## src/rtl/delimiter_token_splitter_unit_assert.svh

```systemverilog
// ----------------------------------------------------------------------------
// Assertion macros for the delimiter token splitter
// Implication and next-cycle implication checks on the rising clock edge.
// ----------------------------------------------------------------------------
`ifndef DELIMITER_TOKEN_SPLITTER_UNIT_ASSERT_SVH
`define DELIMITER_TOKEN_SPLITTER_UNIT_ASSERT_SVH

// same-cycle implication, off while in reset
`define DTSU_ASSERT_IMP(label, clk, rstn, ante, cons) \
  label: assert property (@(posedge clk) disable iff (!rstn) (ante) |-> (cons)) \
    else $error("dtsu assertion failed");

// next-cycle implication, off while in reset
`define DTSU_ASSERT_NXT(label, clk, rstn, ante, cons) \
  label: assert property (@(posedge clk) disable iff (!rstn) (ante) |=> (cons)) \
    else $error("dtsu assertion failed");

`endif

```

## src/rtl/dtsu_pkg.sv

```systemverilog
// ----------------------------------------------------------------------------
// dtsu_pkg
// Item types, register codes and helpers shared by the token splitter.
// ----------------------------------------------------------------------------
package dtsu_pkg;

  localparam int BYTE_W     = 8;
  localparam int DELIM_W    = 64;
  localparam int DELIM_NB   = DELIM_W / BYTE_W;
  localparam int LEN_W      = 4;
  localparam int CFG_DATA_W = 64;
  localparam int CFG_IDX_W  = 2;

  localparam logic [CFG_IDX_W-1:0] REG_DELIM_BYTES = 2'd0;
  localparam logic [CFG_IDX_W-1:0] REG_DELIM_LEN   = 2'd1;

  localparam logic [DELIM_W-1:0] DELIM_RESET = 64'd32;
  localparam logic [LEN_W-1:0]   LEN_RESET   = 4'd1;

  typedef struct packed {
    logic [BYTE_W-1:0] text_byte;
    logic              string_last;
  } in_item_t;

  typedef struct packed {
    logic [BYTE_W-1:0] token_byte;
    logic              token_end;
    logic              string_end;
    logic              run_last;
  } out_item_t;

  // delimiter byte k, zero outside the register
  function automatic logic [BYTE_W-1:0] delim_at(logic [DELIM_W-1:0] d, int k);
    logic [BYTE_W-1:0] r;
    r = '0;
    if (k >= 0 && k < DELIM_NB) begin
      r = d[BYTE_W*k +: BYTE_W];
    end
    return r;
  endfunction

endpackage

```

## src/rtl/dtsu_stream_if.sv

```systemverilog
// ----------------------------------------------------------------------------
// dtsu_stream_if
// Valid/ready channel carrying one item per accepted handshake.
// ----------------------------------------------------------------------------
interface dtsu_stream_if #(
  parameter type item_t = logic
) ();

  logic  valid;
  logic  ready;
  item_t data;

  modport source (output valid, output data, input ready);
  modport sink   (input valid, input data, output ready);

endinterface

```

## src/rtl/dtsu_cell.sv

```systemverilog
// ----------------------------------------------------------------------------
// dtsu_cell
// One window cell: holds a recent byte, passes it on at each shift and
// compares it with the delimiter byte aligned to its position.
// ----------------------------------------------------------------------------
module dtsu_cell #(
  parameter int IDX = 0,
  parameter int LW  = 4
) (
  input  logic                         clk_i,
  input  logic                         shift_i,
  input  logic [dtsu_pkg::BYTE_W-1:0]  byte_i,
  input  logic [dtsu_pkg::DELIM_W-1:0] delim_i,
  input  logic [LW-1:0]                len_i,
  output logic [dtsu_pkg::BYTE_W-1:0]  byte_o,
  output logic                         hit_o
);
  import dtsu_pkg::*;

  logic [BYTE_W-1:0] byte_q;
  logic              in_use;
  logic [BYTE_W-1:0] expect_byte;

  always_ff @(posedge clk_i) begin
    if (shift_i) begin
      byte_q <= byte_i;
    end
  end

  // cell IDX lines up with delimiter byte len-2-IDX
  assign in_use      = (IDX + 1) < int'(len_i);
  assign expect_byte = delim_at(delim_i, int'(len_i) - 2 - IDX);
  assign hit_o       = !in_use || (byte_q == expect_byte);
  assign byte_o      = byte_q;

endmodule

```

## src/rtl/delimiter_token_splitter_unit.sv

```systemverilog
// ----------------------------------------------------------------------------
// delimiter_token_splitter_unit
// Splits a byte stream into tokens at a configurable multi-byte delimiter.
//
//   port     dir  item fields                                   role
//   text_i   in   text_byte, string_last                        string bytes
//   token_o  out  token_byte, token_end, string_end, run_last   token bytes
//   cfg_*    in   cfg_idx_i, cfg_wdata_i                        register writes
//
// One byte is taken per cycle while the output is free and no flush runs;
// the window compare is done in the cell row. A string's last byte, unless it
// completes a delimiter, flushes the held and pending bytes, input held off.
// A stalled output holds the chain; the output register frees on the take.
// Reset is asynchronous; delimiter resets to a single space.
// ----------------------------------------------------------------------------
`include "delimiter_token_splitter_unit_assert.svh"

module delimiter_token_splitter_unit #(
  parameter int MAX_DELIM = 8
) (
  input  logic                            clk_i,
  input  logic                            rst_ni,
  input  logic                            cfg_we_i,
  input  logic [dtsu_pkg::CFG_IDX_W-1:0]  cfg_idx_i,
  input  logic [dtsu_pkg::CFG_DATA_W-1:0] cfg_wdata_i,
  dtsu_stream_if.sink                     text_i,
  dtsu_stream_if.source                   token_o
);
  import dtsu_pkg::*;

  localparam int LW = $clog2(MAX_DELIM + 1);
  localparam int IW = (MAX_DELIM > 1) ? $clog2(MAX_DELIM) : 1;

  logic [DELIM_W-1:0] delim_q;
  logic [LEN_W-1:0]   dlen_q;

  logic [LW-1:0]     bsm_q, bsm_d;
  logic [BYTE_W-1:0] held_byte_q, held_byte_d;
  logic              held_valid_q, held_valid_d;
  logic              held_closed_q, held_closed_d;
  logic              flush_q, flush_d;
  logic [LW-1:0]     npend_q, npend_d;
  logic              out_valid_q, out_valid_d;
  out_item_t         out_q, out_d;

  in_item_t          in_item;
  logic              cfg_clear;
  logic              adv, in_fire, flush_step;
  logic [LEN_W:0]    dlen_ext;
  logic [LW-1:0]     len, len_m1, rel_idx_w, pend_idx_w, cnt;
  logic              cnt_ok, match, emit;
  logic [BYTE_W-1:0] rel_byte;

  logic [BYTE_W-1:0]    win [MAX_DELIM];
  logic [MAX_DELIM-1:0] hits;

  assign in_item   = text_i.data;
  assign cfg_clear = cfg_we_i && (cfg_idx_i == REG_DELIM_BYTES || cfg_idx_i == REG_DELIM_LEN);

  assign adv          = !out_valid_q || token_o.ready;
  assign text_i.ready = !flush_q && adv;
  assign in_fire      = text_i.valid && text_i.ready;
  assign flush_step   = flush_q && adv;

  always_ff @(posedge clk_i or negedge rst_ni) begin
    if (!rst_ni) begin
      delim_q <= DELIM_RESET;
      dlen_q  <= LEN_RESET;
    end else if (cfg_we_i) begin
      if (cfg_idx_i == REG_DELIM_BYTES) begin
        delim_q <= cfg_wdata_i[DELIM_W-1:0];
      end
      if (cfg_idx_i == REG_DELIM_LEN) begin
        dlen_q <= cfg_wdata_i[LEN_W-1:0];
      end
    end
  end

  // effective length: zero acts as one, clamp to MAX_DELIM
  assign dlen_ext = {1'b0, dlen_q};
  always_comb begin
    if (dlen_q == '0) begin
      len = LW'(1);
    end else if (dlen_ext > (LEN_W+1)'(MAX_DELIM)) begin
      len = LW'(MAX_DELIM);
    end else begin
      len = dlen_ext[LW-1:0];
    end
  end

  assign len_m1     = len - LW'(1);
  assign cnt        = (bsm_q >= LW'(MAX_DELIM)) ? LW'(MAX_DELIM) : bsm_q + LW'(1);
  assign cnt_ok     = cnt >= len;
  assign rel_idx_w  = len - LW'(2);
  assign pend_idx_w = npend_q - LW'(1);
  assign rel_byte   = (len == LW'(1)) ? in_item.text_byte : win[rel_idx_w[IW-1:0]];

  // window cells, index 0 newest
  for (genvar k = 0; k < MAX_DELIM; k++) begin : g_cell
    logic [BYTE_W-1:0] chain_in;
    if (k == 0) begin : g_head
      assign chain_in = in_item.text_byte;
    end else begin : g_link
      assign chain_in = win[k-1];
    end
    dtsu_cell #(
      .IDX (k),
      .LW  (LW)
    ) u_cell (
      .clk_i   (clk_i),
      .shift_i (in_fire && !match),
      .byte_i  (chain_in),
      .delim_i (delim_q),
      .len_i   (len),
      .byte_o  (win[k]),
      .hit_o   (hits[k])
    );
  end

  assign match = cnt_ok && (delim_at(delim_q, int'(len) - 1) == in_item.text_byte) && (&hits);

  always_comb begin
    bsm_d         = bsm_q;
    held_byte_d   = held_byte_q;
    held_valid_d  = held_valid_q;
    held_closed_d = held_closed_q;
    flush_d       = flush_q;
    npend_d       = npend_q;
    emit          = 1'b0;
    out_d         = out_q;
    if (in_fire) begin
      if (match) begin
        if (in_item.string_last) begin
          emit             = held_valid_q;
          out_d.token_byte = held_byte_q;
          out_d.token_end  = 1'b1;
          out_d.string_end = 1'b1;
          out_d.run_last   = 1'b1;
          bsm_d            = '0;
          held_valid_d     = 1'b0;
          held_closed_d    = 1'b0;
        end else begin
          held_closed_d = held_closed_q | held_valid_q;
          bsm_d         = '0;
        end
      end else begin
        emit             = cnt_ok && held_valid_q;
        out_d.token_byte = held_byte_q;
        out_d.token_end  = held_closed_q;
        out_d.string_end = 1'b0;
        out_d.run_last   = !in_item.string_last;
        if (cnt_ok) begin
          held_byte_d   = rel_byte;
          held_valid_d  = 1'b1;
          held_closed_d = 1'b0;
        end
        bsm_d = cnt;
        if (in_item.string_last) begin
          flush_d = 1'b1;
          npend_d = cnt_ok ? len_m1 : cnt;
        end
      end
    end else if (flush_step) begin
      emit = 1'b1;
      if (held_valid_q) begin
        out_d.token_byte = held_byte_q;
        out_d.token_end  = (npend_q == '0) || held_closed_q;
        out_d.string_end = (npend_q == '0);
        out_d.run_last   = (npend_q == '0);
        held_valid_d     = 1'b0;
        held_closed_d    = 1'b0;
        if (npend_q == '0) begin
          flush_d = 1'b0;
          bsm_d   = '0;
        end
      end else begin
        out_d.token_byte = win[pend_idx_w[IW-1:0]];
        out_d.token_end  = (npend_q == LW'(1));
        out_d.string_end = (npend_q == LW'(1));
        out_d.run_last   = (npend_q == LW'(1));
        npend_d          = pend_idx_w;
        if (npend_q == LW'(1)) begin
          flush_d = 1'b0;
          bsm_d   = '0;
        end
      end
    end
    if (cfg_clear) begin
      bsm_d         = '0;
      held_valid_d  = 1'b0;
      held_closed_d = 1'b0;
      flush_d       = 1'b0;
      npend_d       = '0;
    end
  end

  assign out_valid_d = emit || (out_valid_q && !token_o.ready);

  always_ff @(posedge clk_i or negedge rst_ni) begin
    if (!rst_ni) begin
      bsm_q         <= '0;
      held_valid_q  <= 1'b0;
      held_closed_q <= 1'b0;
      flush_q       <= 1'b0;
      npend_q       <= '0;
      out_valid_q   <= 1'b0;
    end else begin
      bsm_q         <= bsm_d;
      held_valid_q  <= held_valid_d;
      held_closed_q <= held_closed_d;
      flush_q       <= flush_d;
      npend_q       <= npend_d;
      out_valid_q   <= out_valid_d;
    end
  end

  always_ff @(posedge clk_i) begin
    held_byte_q <= held_byte_d;
    out_q       <= out_d;
  end

  assign token_o.valid = out_valid_q;
  assign token_o.data  = out_q;

  `DTSU_ASSERT_NXT(a_last_starts_flush, clk_i, rst_ni, in_fire && in_item.string_last && !match && !cfg_clear, flush_q)
  `DTSU_ASSERT_IMP(a_closed_needs_held, clk_i, rst_ni, held_closed_q, held_valid_q)
  `DTSU_ASSERT_IMP(a_pend_in_range, clk_i, rst_ni, flush_q, npend_q < LW'(MAX_DELIM))
  `DTSU_ASSERT_IMP(a_string_end_marks, clk_i, rst_ni, out_valid_q && out_q.string_end, out_q.token_end && out_q.run_last)
  `DTSU_ASSERT_IMP(a_count_sat, clk_i, rst_ni, 1'b1, bsm_q <= LW'(MAX_DELIM))

endmodule
```

## src/flat_wrapper.sv

```systemverilog
// flat-port wrapper written by rule: the top's interface ports become plain ports
module delimiter_token_splitter_unit_flat import dtsu_pkg::*;
#(
  parameter int MAX_DELIM = 8
)
  (clk_i, rst_ni, cfg_we_i, cfg_idx_i, cfg_wdata_i, text_i_valid, text_i_data, text_i_ready, token_o_valid, token_o_data, token_o_ready);
  dtsu_stream_if text_i_i ();
  dtsu_stream_if token_o_i ();
  input  logic clk_i;
  input  logic rst_ni;
  input  logic cfg_we_i;
  input  logic [dtsu_pkg::CFG_IDX_W-1:0] cfg_idx_i;
  input  logic [dtsu_pkg::CFG_DATA_W-1:0] cfg_wdata_i;
  input wire logic [$bits(text_i_i.valid)-1:0] text_i_valid;
  input wire logic [$bits(text_i_i.data)-1:0] text_i_data;
  output wire logic [$bits(text_i_i.ready)-1:0] text_i_ready;
  output wire logic [$bits(token_o_i.valid)-1:0] token_o_valid;
  output wire logic [$bits(token_o_i.data)-1:0] token_o_data;
  input wire logic [$bits(token_o_i.ready)-1:0] token_o_ready;
  assign text_i_i.valid = text_i_valid;
  assign text_i_i.data = text_i_data;
  assign text_i_ready = text_i_i.ready;
  assign token_o_valid = token_o_i.valid;
  assign token_o_data = token_o_i.data;
  assign token_o_i.ready = token_o_ready;
  delimiter_token_splitter_unit #(.MAX_DELIM(MAX_DELIM)) u_core (.clk_i(clk_i), .rst_ni(rst_ni), .cfg_we_i(cfg_we_i), .cfg_idx_i(cfg_idx_i), .cfg_wdata_i(cfg_wdata_i), .text_i(text_i_i), .token_o(token_o_i));
endmodule
```

## config.mk

```make
export PLATFORM = sky130hd
export DESIGN_NAME = delimiter_token_splitter_unit_flat
export DESIGN_NICKNAME = d
export VERILOG_FILES = /design/src/rtl/dtsu_pkg.sv /design/src/rtl/dtsu_stream_if.sv /design/src/rtl/dtsu_cell.sv /design/src/rtl/delimiter_token_splitter_unit.sv /design/src/flat_wrapper.sv
export VERILOG_INCLUDE_DIRS = /design/src /design/src/rtl
export SDC_FILE = /design/constraint.sdc
export NUM_CORES = 1
export LEC_CHECK = 0
export ABC_AREA = 0
export BUFFER_PORTS_ARGS = -buffer_cell sky130_fd_sc_hd__buf_2
export CELL_PAD_IN_SITES_DETAIL_PLACEMENT = 0
export CELL_PAD_IN_SITES_GLOBAL_PLACEMENT = 1
export CORE_ASPECT_RATIO = 0.7
export CORE_MARGIN = 1
export CORE_UTILIZATION = 45
export CTS_CLUSTER_DIAMETER = 120
export DETAILED_ROUTE_END_ITERATION = 12
export PLACE_DENSITY = 0.78
export SYNTH_ARGS = -nofsm -noshare
export SYNTH_HDL_FRONTEND = slang
export SYNTH_SLANG_ARGS = --single-unit
```

## constraint.sdc

```tcl
create_clock -name clk_i -period 4.1 [get_ports clk_i]
set_input_delay 0.82 -clock clk_i [delete_from_list [all_inputs] [get_ports clk_i]]
set_output_delay 0.82 -clock clk_i [all_outputs]
set_load 0.01 [all_outputs]
```

==> out/qor.csv, run 1 <==
metric,value,unit
fp.dieArea,10800,sq um
routed_wirelength,11700,um
placement.io_buffers,74,
synthDistinctLibCells,60,
cp-start-kind,register,
cp_slowest_cell,sky130_fd_sc_hd__a2111oi_0,
diodes,0,
cts-root-buf,sky130_fd_sc_hd__clkbuf_16,
place_ws,0.491,ns
design.core.area,9870,sq um
cts_buffer_depth,2,
clock_buffers_created_by_tritoncts,9,
slew_violations,0,
hold_path_sink,u_core.delim_q[13]$_DFFE_PN0P_,
proportion_of_synthesized_flip_flops_having_asynchronous_set_or_reset,98.8,%
clock-sinks,80,
synth_flop_cell,sky130_fd_sc_hd__dfrtp_1,
yosys.area.top_type_share,41.4,%
post-route-cell-area,5490,sq um
layout_min_cycle_time,3.80,ns
avgRoutedWirePerCell,18.0,um
layout.nets,607,
worst_hold_startpoint,u_core.delim_q[13]$_DFFE_PN0P_,
synth_enable_flop_cells,1,
via_density_per_instance,5.83,
crit_required,4.32,ns
cp_cell_instances,"nand2_1, ha_1, ha_1, nand2_1, a211oi_1, o21ai_0, nor4_1, a2111oi_0, nand4bb_1, a31o_2, mux2_4",
layout-area-overhead-vs-synth,17.8,%
tritoncts,built,
grt_pass1_wl,18800,um
antenna_found_initial,0,
worst-path-max-fanout,14,
cts_post_setup_buffers_inserted,0,
critical_path.reg2reg.endpoint,u_core.npend_q[0]$_DFFE_PN0P_,
rsz0062_at_grt,no,
globalRoute.totalOverflow,0,
grt_max_degree,80,
number_of_hold_violations_in_the_final_report,0,
detailed_route_iter0_violations,307,
grt_use_met3,6.74,%
p_per_area,551,nW/um^2
vias,3769,
detail_route.drc_violations,0,
chipWidth,124,um
reg2reg_depth,11,
mappedNetlistArea,4660,sq um
setup_viol,0,
timing.max_cap.violations,0,
yosys_register_bits,80,
holdBufCountCts,0,
via_count_of_the_first_global_routing_pass,3599,
synth_area_per_cell,10.8,sq um
worst_slew_pin_slew,1.07,ns
fin_total_pwr,3.03,mW
worst_setup_path_end_kind,register,
run_status,completed,
placed_cell_area,5220,sq um
fin_ws,0.295,ns
headroom_to_the_max_slew_limit,27.9,%
ir_worst_vdd,0.000288,V
seq_area_frac_synth,43.1,%
route.antenna.remaining_nets,0,
met1_usage,34.0,%
dieHeight,87.1,um
holdCritPathClass,register to register,
clk_pin_slew,0.06,ns
ctsHtreeMaxLevel,3,
max_freq,263,MHz
fin_cells,647,
finalWeightedCongestion,0.970,
post_cts_resize_count,0,
place_hpwl,8950,um
final_tns_setup,0,ns
postSynthNetCount,524,
insertion_delay,0.34,ns
critical_path.reg2reg.startpoint,u_core.dlen_q[2]$_DFFE_PN0P_,
timing.final.crit_share,92.8,%
timing.critical_path.arrival,4.03,ns
number_of_placed_instances_taps_included,631,
skew,0.00549,ns
timing.reg2reg.setup_slack,0.30,ns
final_core_utilization,55.6,%
synth_area_leader_cell,sky130_fd_sc_hd__dfrtp_1,
gr-usage-met2,33.1,%
post_synth_main_area_contributors,"sky130_fd_sc_hd__dfrtp_1 41%, sky130_fd_sc_hd__mux2_2 17%, sky130_fd_sc_hd__ha_1 5.6%, sky130_fd_sc_hd__o211ai_1 2.6%, sky130_fd_sc_hd__o21ai_0 2.5%",
firstDrtPassIters,5,
final.hold.worst_slack,0.509,ns
grt_usage,23.2,%
postSynthCellCount,431,
gr-max-usage-layer,met1,
ys.warnings.count,0,
floorplan.io_pins,75,
rows,30,
floorplan.initialDensity,47.2,%
total_leakage_power,2.39,nW
cp_slowest_stage_delay,0.55,ns
final_layout_size_suffix_gt1_share,36.0,%
worstHoldPathCells,1,
worst-setup-path-type,register to register,
-- area by class of cell --
type	instances	area [sq um]
well taps	128	160
clock inverters	5	40.0
fillers	885	4380
inverters	18	67.6
flip-flops and latches	80	2010
clock buffers	11	233
repair buffers	90	493
multi-input cells	315	2480
-- cells by family after synthesis --
group                      share of synthesized area, %
adders and majority gates                          5.64
DFF                                                43.1
AOI/OAI and AO/OA                                  14.5
muxes                                              18.6
buffers and inverters                              3.71
and+or+nand+nor                                    13.5
xor gates and xnor gates                          0.940
-- critical path, delay by kind of cell, from the launching register on --
family          cells  cell delay, ns
compound gates      4            1.28
simple gates        4            0.82
fa+ha+maj           2            0.75
flops               1            0.54
mux                 1            0.30
-- where the power goes --
| group | internal (mW) | total, mW | leakage, nW | switching (mW) |
|---|---|---|---|---|
| clock | 0.415 | 0.742 | 0.123 | 0.328 |
| combinational | 0.536 | 1.17 | 1.31 | 0.637 |
| sequential | 0.967 | 1.11 | 0.955 | 0.144 |
-- flip-flops by register name, indices dropped and copies added (netlist names) --
register	flops
u_core.delim_q	64
u_core.bsm_q	4
u_core.dlen_q	4
u_core.npend_q	4
u_core.flush_q	1
u_core.held_valid_q	1
u_core.token_o.data	1
u_core.token_o.valid	1
-- Yosys cell counts (all sizes together), types with 2 or more instances --
master / n
o2111ai: 6
o211ai: 16
nand4bb: 3
dfrtp: 77
nand2b: 7
and2b: 2
nor2: 28
mux2: 72
mux2i: 5
inv: 18
nand2: 24
o22ai: 2
nand4: 5
nor4: 16
xnor2: 4
a31oi: 3
dfstp: 2
nor4b: 2
clkbuf: 8
a22oi: 2
nand3: 8
a2111oi: 3
ha: 21
a21o: 3
a32oi: 2
a21oi: 13
o21ai: 24
o21bai: 3
or2: 2
buf: 10
or3: 4
nor3: 5
a22o: 6
o221ai: 2
nor2b: 3
a211oi: 4
-- worst max-delay path by stage --
stage / end / slack, ns / cells after the start / start
global placement: u_core.npend_q[0]$_DFFE_PN0P_ / 0.61 / 12 / u_core.dlen_q[0]$_DFFE_PN1P_
floorplan: u_core.npend_q[0]$_DFFE_PN0P_ / 0.51 / 13 / u_core.dlen_q[3]$_DFFE_PN0P_
detailed placement: u_core.npend_q[0]$_DFFE_PN0P_ / 0.49 / 12 / u_core.dlen_q[1]$_DFFE_PN0P_
global route: u_core.npend_q[1]$_DFFE_PN0P_ / 0.16 / 11 / u_core.dlen_q[2]$_DFFE_PN0P_
finish: u_core.npend_q[0]$_DFFE_PN0P_ / 0.30 / 11 / u_core.dlen_q[2]$_DFFE_PN0P_
CTS: u_core.npend_q[0]$_DFFE_PN0P_ / 0.45 / 12 / u_core.dlen_q[1]$_DFFE_PN0P_
-- routing by layer --
layer / share of wire, % / wire [um]
met5: 0 / 0
met3: 8.0 / 931
met2: 42 / 4870
met4: 1.4 / 167
met1: 49 / 5690
-- cells in the final DEF (no fill, tap or decap), drive strengths merged, types with 3 or more instances in the layout --
master    count
a21o          3
mux2i         5
o21bai        3
nand2        24
nor4         16
clkbuf       11
nand2b        7
a21oi        13
nand4bb       3
ha           21
a22o          6
xnor2         4
a2111oi       3
dfrtp        77
o21ai        24
buf          90
nor2         28
inv          20
o2111ai       6
a211oi        4
nor3          5
nand4         5
clkinvlp      3
a31oi         3
nand3         8
nor2b         3
mux2         72
o211ai       16
or3           4
No activity file was read; power rests on OpenSTA's default activity.
==> run 2, diff against run 1 <==
Settings changed: CTS_BUF_LIST from default to sky130_fd_sc_hd__clkbuf_16, GPL_TIMING_DRIVEN from default to 0.
==> run 2 against run 1 <==
Worst hold slack worse by 0.079 ns. Sequential power about the same. Largest power group unchanged. Register-to-register slack worse by 0.04 ns. Highest routed layer unchanged. Cell count up 1.1%. Clock power up 13%. Via count up 0.24%. Non-clock buffer count up 8. Clock skew about the same. Critical endpoint unchanged.
==> out/qor.csv, run 2 (synthesis gave the netlist of run 1 again) <==
metric,value,unit,change
run_status,completed,,
worst-setup-path-type,register to register,,
slew_violations,0,,unchanged
grt_max_degree,45,,-44%
total_leakage_power,2.43,nW,+2.0%
finalWeightedCongestion,0.889,,-8.4%
clock-sinks,80,,unchanged
route.antenna.remaining_nets,0,,unchanged
layout.nets,615,,+1.3%
largest_register_ffs,64,,unchanged
p_per_area,557,nW/um^2,+0.96%
layout_min_cycle_time,3.84,ns,+0.0402 ns
max_freq,260,MHz,-1.0%
setup_viol,0,,unchanged
diodes,0,,unchanged
clock_buffers_created_by_tritoncts,9,,unchanged
cp-start-kind,register,,
timing.max_cap.violations,0,,unchanged
tritoncts,built,,
holdBufCountCts,0,,unchanged
seq_power_share,35.2,%,-1.5 points
ctsHtreeMaxLevel,3,,unchanged
vias,3778,,+0.24%
fp.dieArea,10800,sq um,unchanged
switching_share,34.8,%,-1.9 points
cp_slowest_stage_delay,0.46,ns,-0.09 ns
grt_usage,23.1,%,-0.19 points
dieHeight,87.1,um,unchanged
via_density_per_instance,5.78,,-0.83%
insertion_delay,0.34,ns,about the same
final_core_utilization,56.6,%,+1.0 points
holdCritPathClass,primary input to asynchronous set/reset pin,,
routed_wirelength,11400,um,-2.3%
num-fill-cells,888,,+0.34%
layout-area-overhead-vs-synth,20.0,%,
crit_required,4.32,ns,about the same
share_comb_of_total_power,37.7,%,-1.1 points
power_frac_clock,27.1,%,+2.6 points
place_ws,-0.230,ns,-0.721 ns
place_hpwl,8830,um,-1.3%
timing.final.crit_share,93.8,%,+0.98 points
grt_pass1_wl,18700,um,-0.59%
firstDrtPassIters,5,,unchanged
via_count_of_the_first_global_routing_pass,3736,,+3.8%
cp_slowest_cell,sky130_fd_sc_hd__dfrtp_2,,
fin_ws,0.255,ns,-0.0402 ns
detail_route.drc_violations,0,,unchanged
cp_cell_instances,"buf_4, nor2b_4, inv_1, ha_1, ha_1, clkbuf_2, nand2_1, a211oi_1, o21ai_1, o2111ai_1, a2111oi_2, nand4bb_1, buf_4, a31o_4, mux2_4",,
skew,0.00513,ns,-0.000361 ns
floorplan.io_pins,75,,unchanged
rows,30,,unchanged
worst-path-max-fanout,10,,-4
floorplan.initialDensity,47.2,%,unchanged
placement.io_buffers,74,,unchanged
cts-root-buf,sky130_fd_sc_hd__clkbuf_16,,
worst_slew_pin_slew,0.933,ns,-0.138 ns
number_of_hold_violations_in_the_final_report,0,,unchanged
timing.critical_path.arrival,4.07,ns,+0.04 ns
ir_worst_vdd,0.000223,V,-23%
mostFrequentLayoutCells,"76 x sky130_fd_sc_hd__buf_2, 76 x sky130_fd_sc_hd__dfrtp_1, 70 x sky130_fd_sc_hd__mux2_2, 27 x sky130_fd_sc_hd__nor2_1, 23 x sky130_fd_sc_hd__nand2_1",,
worst_setup_path_end_kind,register,,
rsz0062_at_grt,no,,
globalRoute.totalOverflow,0,,unchanged
clk_pin_slew,0.06,ns,about the same
critical_path.startpoint,u_core.dlen_q[3]$_DFFE_PN0P_,,
cts_buffer_depth,2,,unchanged
final_layout_size_suffix_gt1_share,36.3,%,+0.28 points
chipWidth,124,um,unchanged
internal-power,2.03,mW,+5.8%
headroom_to_the_max_slew_limit,37.6,%,+9.7 points
top_register,u_core.delim_q,,
avgRoutedWirePerCell,17.4,um,-3.3%
critical_path.reg2reg.startpoint,u_core.dlen_q[3]$_DFFE_PN0P_,,
net-switching-power,1.08,mW,-2.4%
antenna_found_initial,0,,unchanged
detailed_route_iter0_violations,260,,-15%
design.core.area,9870,sq um,unchanged
-- run 2: repair_timing --
item / in CTS / in global routing
gates resized for setup: 3 / 5
hold endpoints to repair: 0 / 0
cloned: 0 / 0
setup buffers: 0 / 5
endpoints found under the setup margin: 11 / 13
-- run 2: layer usage --
metal | vias to the layer above | track usage [%] | part of all wire (%)
met3 | 15 | 7.07 | 7.7
met1 | 1836 | 32.9 | 49
met4 | 0 | 7.12 | 1.2
li1 | 1796 | - | -
met5 | - | 0 | 0
met2 | 131 | 33.2 | 43
-- run 2: critical path: cells and delay by family, from the launching register on --
kind	cells	cell delay, ns
buffers and inverters	4	0.80
muxes	1	0.30
and+or+nand+nor	3	0.51
adders and majority gates	2	0.61
DFF	1	0.46
AOI/OAI and AO/OA	5	1.06
-- run 2: cell type report --
cell class	count	area, sq um	share of cell area [%]
sequential	80	2010	36.0
timing repair buffer	80	430	7.70
clock buffer	9	225	4.03
clock inverter	6	85.1	1.52
buffer	18	106	1.90
tap	128	160	2.87
inverter	18	71.3	1.28
multi-input combinational	315	2500	44.7
-- run 2: worst paths after layout --
kind / endpoint / slack, ns / cells past startpoint
max: u_core.npend_q[0]$_DFFE_PN0P_ / 0.26 / 15
min: u_core.delim_q[55]$_DFFE_PN0P_ / 0.43 / 1
max reg2reg: u_core.npend_q[0]$_DFFE_PN0P_ / 0.26 / 15
min reg2reg: u_core.delim_q[12]$_DFFE_PN0P_ / 0.50 / 1
max in group asynchronous: u_core.dlen_q[0]$_DFFE_PN1P_ / 3.03 / 2
min in group clk_i: u_core.delim_q[12]$_DFFE_PN0P_ / 0.50 / 1
-- run 2: stage by stage --
step	hold slack, ns	instance area, sq um	power, mW	setup TNS, ns	cells
2_1_floorplan	0.481	4660	1.92	0	431
6_report	0.430	5590	3.11	0	654
4_1_cts	0.447	5530	3.10	0	649
5_1_grt	0.461	5590	3.32	0	654
3_3_place_gp	0.491	5190	2.22	-3.23	633
3_5_place_dp	0.496	5210	2.24	-1.44	634
-- run 2: power by group through the flow --
stage	clock [mW]	combinational, mW	sequential [mW]
CTS	0.859	1.14	1.10
global route	0.900	1.30	1.12
global placement	0	1.12	1.10
floorplan	0	0.843	1.08
detailed placement	0	1.13	1.11
finish	0.842	1.17	1.10
==> run 3, diff against run 2 <==
Settings changed: CORE_MARGIN 1 to 2.
Clock period 4.1 ns to 3.9 ns, I/O delays scaled along.
==> run 3 against run 2 <==
Fmax grew 3.5%. Non-clock buffer count is the same. Global-route usage shrank 0.61 points. Largest power group unchanged. Routed wire length grew 3.8%. Setup slack lost 0.070 ns.
==> out/qor.csv, run 3 (synthesis gave the netlist of run 1 again) <==
metric,value,unit,change
run_status,completed,,
final_layout_size_suffix_gt1_share,36.6,%,+0.31 points
tritoncts,built,,
crit_required,4.12,ns,-0.20 ns
vias,3816,,+1.0%
route.antenna.remaining_nets,0,,unchanged
slew_violations,0,,unchanged
cts-root-buf,sky130_fd_sc_hd__clkbuf_16,,
place_ws,-0.431,ns,-0.201 ns
floorplan.initialDensity,45.7,%,-1.5 points
highest-signal-layer,met4,,
routed_wirelength,11800,um,+3.8%
power_frac_clock,27.2,%,about the same
placed_cell_area,5220,sq um,about the same
timing.critical_path.arrival,3.93,ns,-0.14 ns
layout-area-overhead-vs-synth,20.5,%,
rows,31,,+3.3%
fin_ws,0.185,ns,-0.0703 ns
finalWeightedCongestion,0.900,,+1.3%
clk_pin_slew,0.06,ns,about the same
share_comb_of_total_power,38.0,%,+0.3 points
cp_cell_instances,"buf_4, clkinvlp_4, nand2_2, ha_1, ha_1, buf_4, nand2_1, a211oi_1, o21ai_1, nor4_2, a2111oi_0, nand4bb_1, a31o_2, mux2_4",,
max_freq,269,MHz,+3.5%
clock_buffers_created_by_tritoncts,9,,unchanged
insertion_delay,0.34,ns,about the same
holdCritPathClass,primary input to asynchronous set/reset pin,,
top_register,u_core.delim_q,,
rsz0062_at_grt,no,,
setup_viol,0,,unchanged
fin_total_pwr,3.30,mW,+6.1%
met3_length,924,um,+5.4%
place_hpwl,9040,um,+2.3%
layout.nets,615,,unchanged
placement.io_buffers,74,,unchanged
cp-start-kind,register,,
grt_usage,22.4,%,-0.61 points
wl_met2,4950,um,+2.1%
cp_slowest_stage_delay,0.44,ns,-0.02 ns
num-fill-cells,940,,+5.9%
total_leakage_power,2.44,nW,+0.29%
mostFrequentLayoutCells,"76 x sky130_fd_sc_hd__dfrtp_1, 75 x sky130_fd_sc_hd__buf_2, 70 x sky130_fd_sc_hd__mux2_2, 27 x sky130_fd_sc_hd__nor2_1, 23 x sky130_fd_sc_hd__nand2_1",,
switching_share,35.1,%,+0.32 points
seq_power_share,34.9,%,-0.3 points
detail_route.drc_violations,0,,unchanged
cp_delay_by_family_top,compound AO/OA/AOI/OAI gates,,
avgRoutedWirePerCell,17.9,um,+3.0%
register_area,2010,sq um,unchanged
ctsHtreeMaxLevel,3,,unchanged
design.core.area,10200,sq um,+3.3%
globalRoute.totalOverflow,0,,unchanged
layout_min_cycle_time,3.72,ns,-0.130 ns
critical_path.reg2reg.startpoint,u_core.dlen_q[3]$_DFFE_PN0P_,,
worst_slew_pin_slew,0.991,ns,+0.0583 ns
via_count_of_the_first_global_routing_pass,3751,,+0.40%
firstDrtPassIters,5,,unchanged
worst_setup_path_end_kind,register,,
ir_worst_vdd,0.000264,V,+18%
timing.max_cap.violations,0,,unchanged
multi_input_area,2510,sq um,+0.25%
fin_cells,659,,+0.76%
p_per_area,588,nW/um^2,+5.6%
reg2reg_depth,14,,-1
number_of_placed_instances_taps_included,638,,+0.63%
cp_slowest_cell,sky130_fd_sc_hd__dfrtp_2,,
crit_buf_inv,3,,-1
antenna_found_initial,0,,unchanged
headroom_to_the_max_slew_limit,33.7,%,-3.9 points
grt_pass1_wl,19600,um,+5.1%
clock-sinks,80,,unchanged
dieHeight,89.1,um,+2.3%
final_common_cell,sky130_fd_sc_hd__dfrtp_1,,
internal-power,2.14,mW,+5.6%
net-switching-power,1.16,mW,+7.1%
diodes,0,,unchanged
chipWidth,126,um,+1.6%
post-route-cell-area,5610,sq um,+0.45%
worst-setup-path-type,register to register,,
via_density_per_instance,5.79,,+0.24%
holdBufCountCts,0,,unchanged
fp.dieArea,11200,sq um,+4.0%
largest_register_ffs,64,,unchanged
worst-path-max-fanout,10,,unchanged
timing.reg2reg.setup_slack,0.18,ns,-0.07 ns
detailed_route_iter0_violations,273,,+5.0%
critical_path.reg2reg.endpoint,u_core.npend_q[0]$_DFFE_PN0P_,,
wl_met1,5790,um,+4.6%
grt_max_degree,46,,+2.2%
timing.final.crit_share,95.3,%,+1.5 points
final.hold.worst_slack,0.393,ns,-0.0374 ns
skew,0.00413,ns,-0.00101 ns
cts_buffer_depth,2,,unchanged
floorplan.io_pins,75,,unchanged
number_of_hold_violations_in_the_final_report,0,,unchanged
run 3: changes by cell type in the layout (fill, tap and decap cells not counted), sizes merged:
cell	previous run	this run
inv	19	20
run 3: power groups by stage:
stage / combinational, mW / sequential (mW) / clock, mW
3_5_place_dp: 1.19 / 1.16 / 0
6_report: 1.25 / 1.15 / 0.897
4_1_cts: 1.21 / 1.15 / 0.923
2_1_floorplan: 0.886 / 1.13 / 0
5_1_grt: 1.38 / 1.18 / 0.972
3_3_place_gp: 1.19 / 1.15 / 0
run 3: through the flow:
stage                     util [%]  TNS [ns]
after detailed placement      51.1     -3.98
after global routing          55.0         0
after CTS                     54.6         0
final                         55.0         0
after global placement        50.9     -5.43
after floorplan                  -         0
run 3: cell type report:
class / instances / area share (%)
Multi-Input combinational cell: 315 / 44.6
Sequential cell: 80 / 35.8
Timing Repair Buffer: 80 / 7.67
Clock buffer: 9 / 4.01
Tap cell: 132 / 2.94
Buffer: 18 / 1.98
Clock inverter: 7 / 1.67
Inverter: 18 / 1.27
run 3: how the worst max path moves through the flow:
stage                                       startpoint                             to  slack [ns]  cells after the start
after floorplan           u_core.dlen_q[3]$_DFFE_PN0P_  u_core.npend_q[0]$_DFFE_PN0P_        0.31                     13
final                     u_core.dlen_q[3]$_DFFE_PN0P_  u_core.npend_q[0]$_DFFE_PN0P_        0.18                     14
after CTS                 u_core.dlen_q[3]$_DFFE_PN0P_  u_core.npend_q[0]$_DFFE_PN0P_        0.07                     14
after detailed placement  u_core.dlen_q[3]$_DFFE_PN0P_  u_core.npend_q[0]$_DFFE_PN0P_       -0.43                     13
after global placement    u_core.dlen_q[3]$_DFFE_PN0P_  u_core.npend_q[0]$_DFFE_PN0P_       -0.55                     13
after global routing      u_core.dlen_q[3]$_DFFE_PN0P_  u_core.token_o.data$_DFFE_PP_        0.03                     15
run 3: repair_timing:
item                                    CTS  global route
endpoints found under the setup margin   13            13
setup buffers                             2             3
pin swaps                                 0             3
gates cloned                              0             0
gates resized for setup                   7             7
run 3: layer usage:
layer	up-vias	global-route usage (%)
met1	1866	32.7
met2	133	33.3
met5	-	0
li1	1805	-
met3	12	6.28
met4	0	5.66
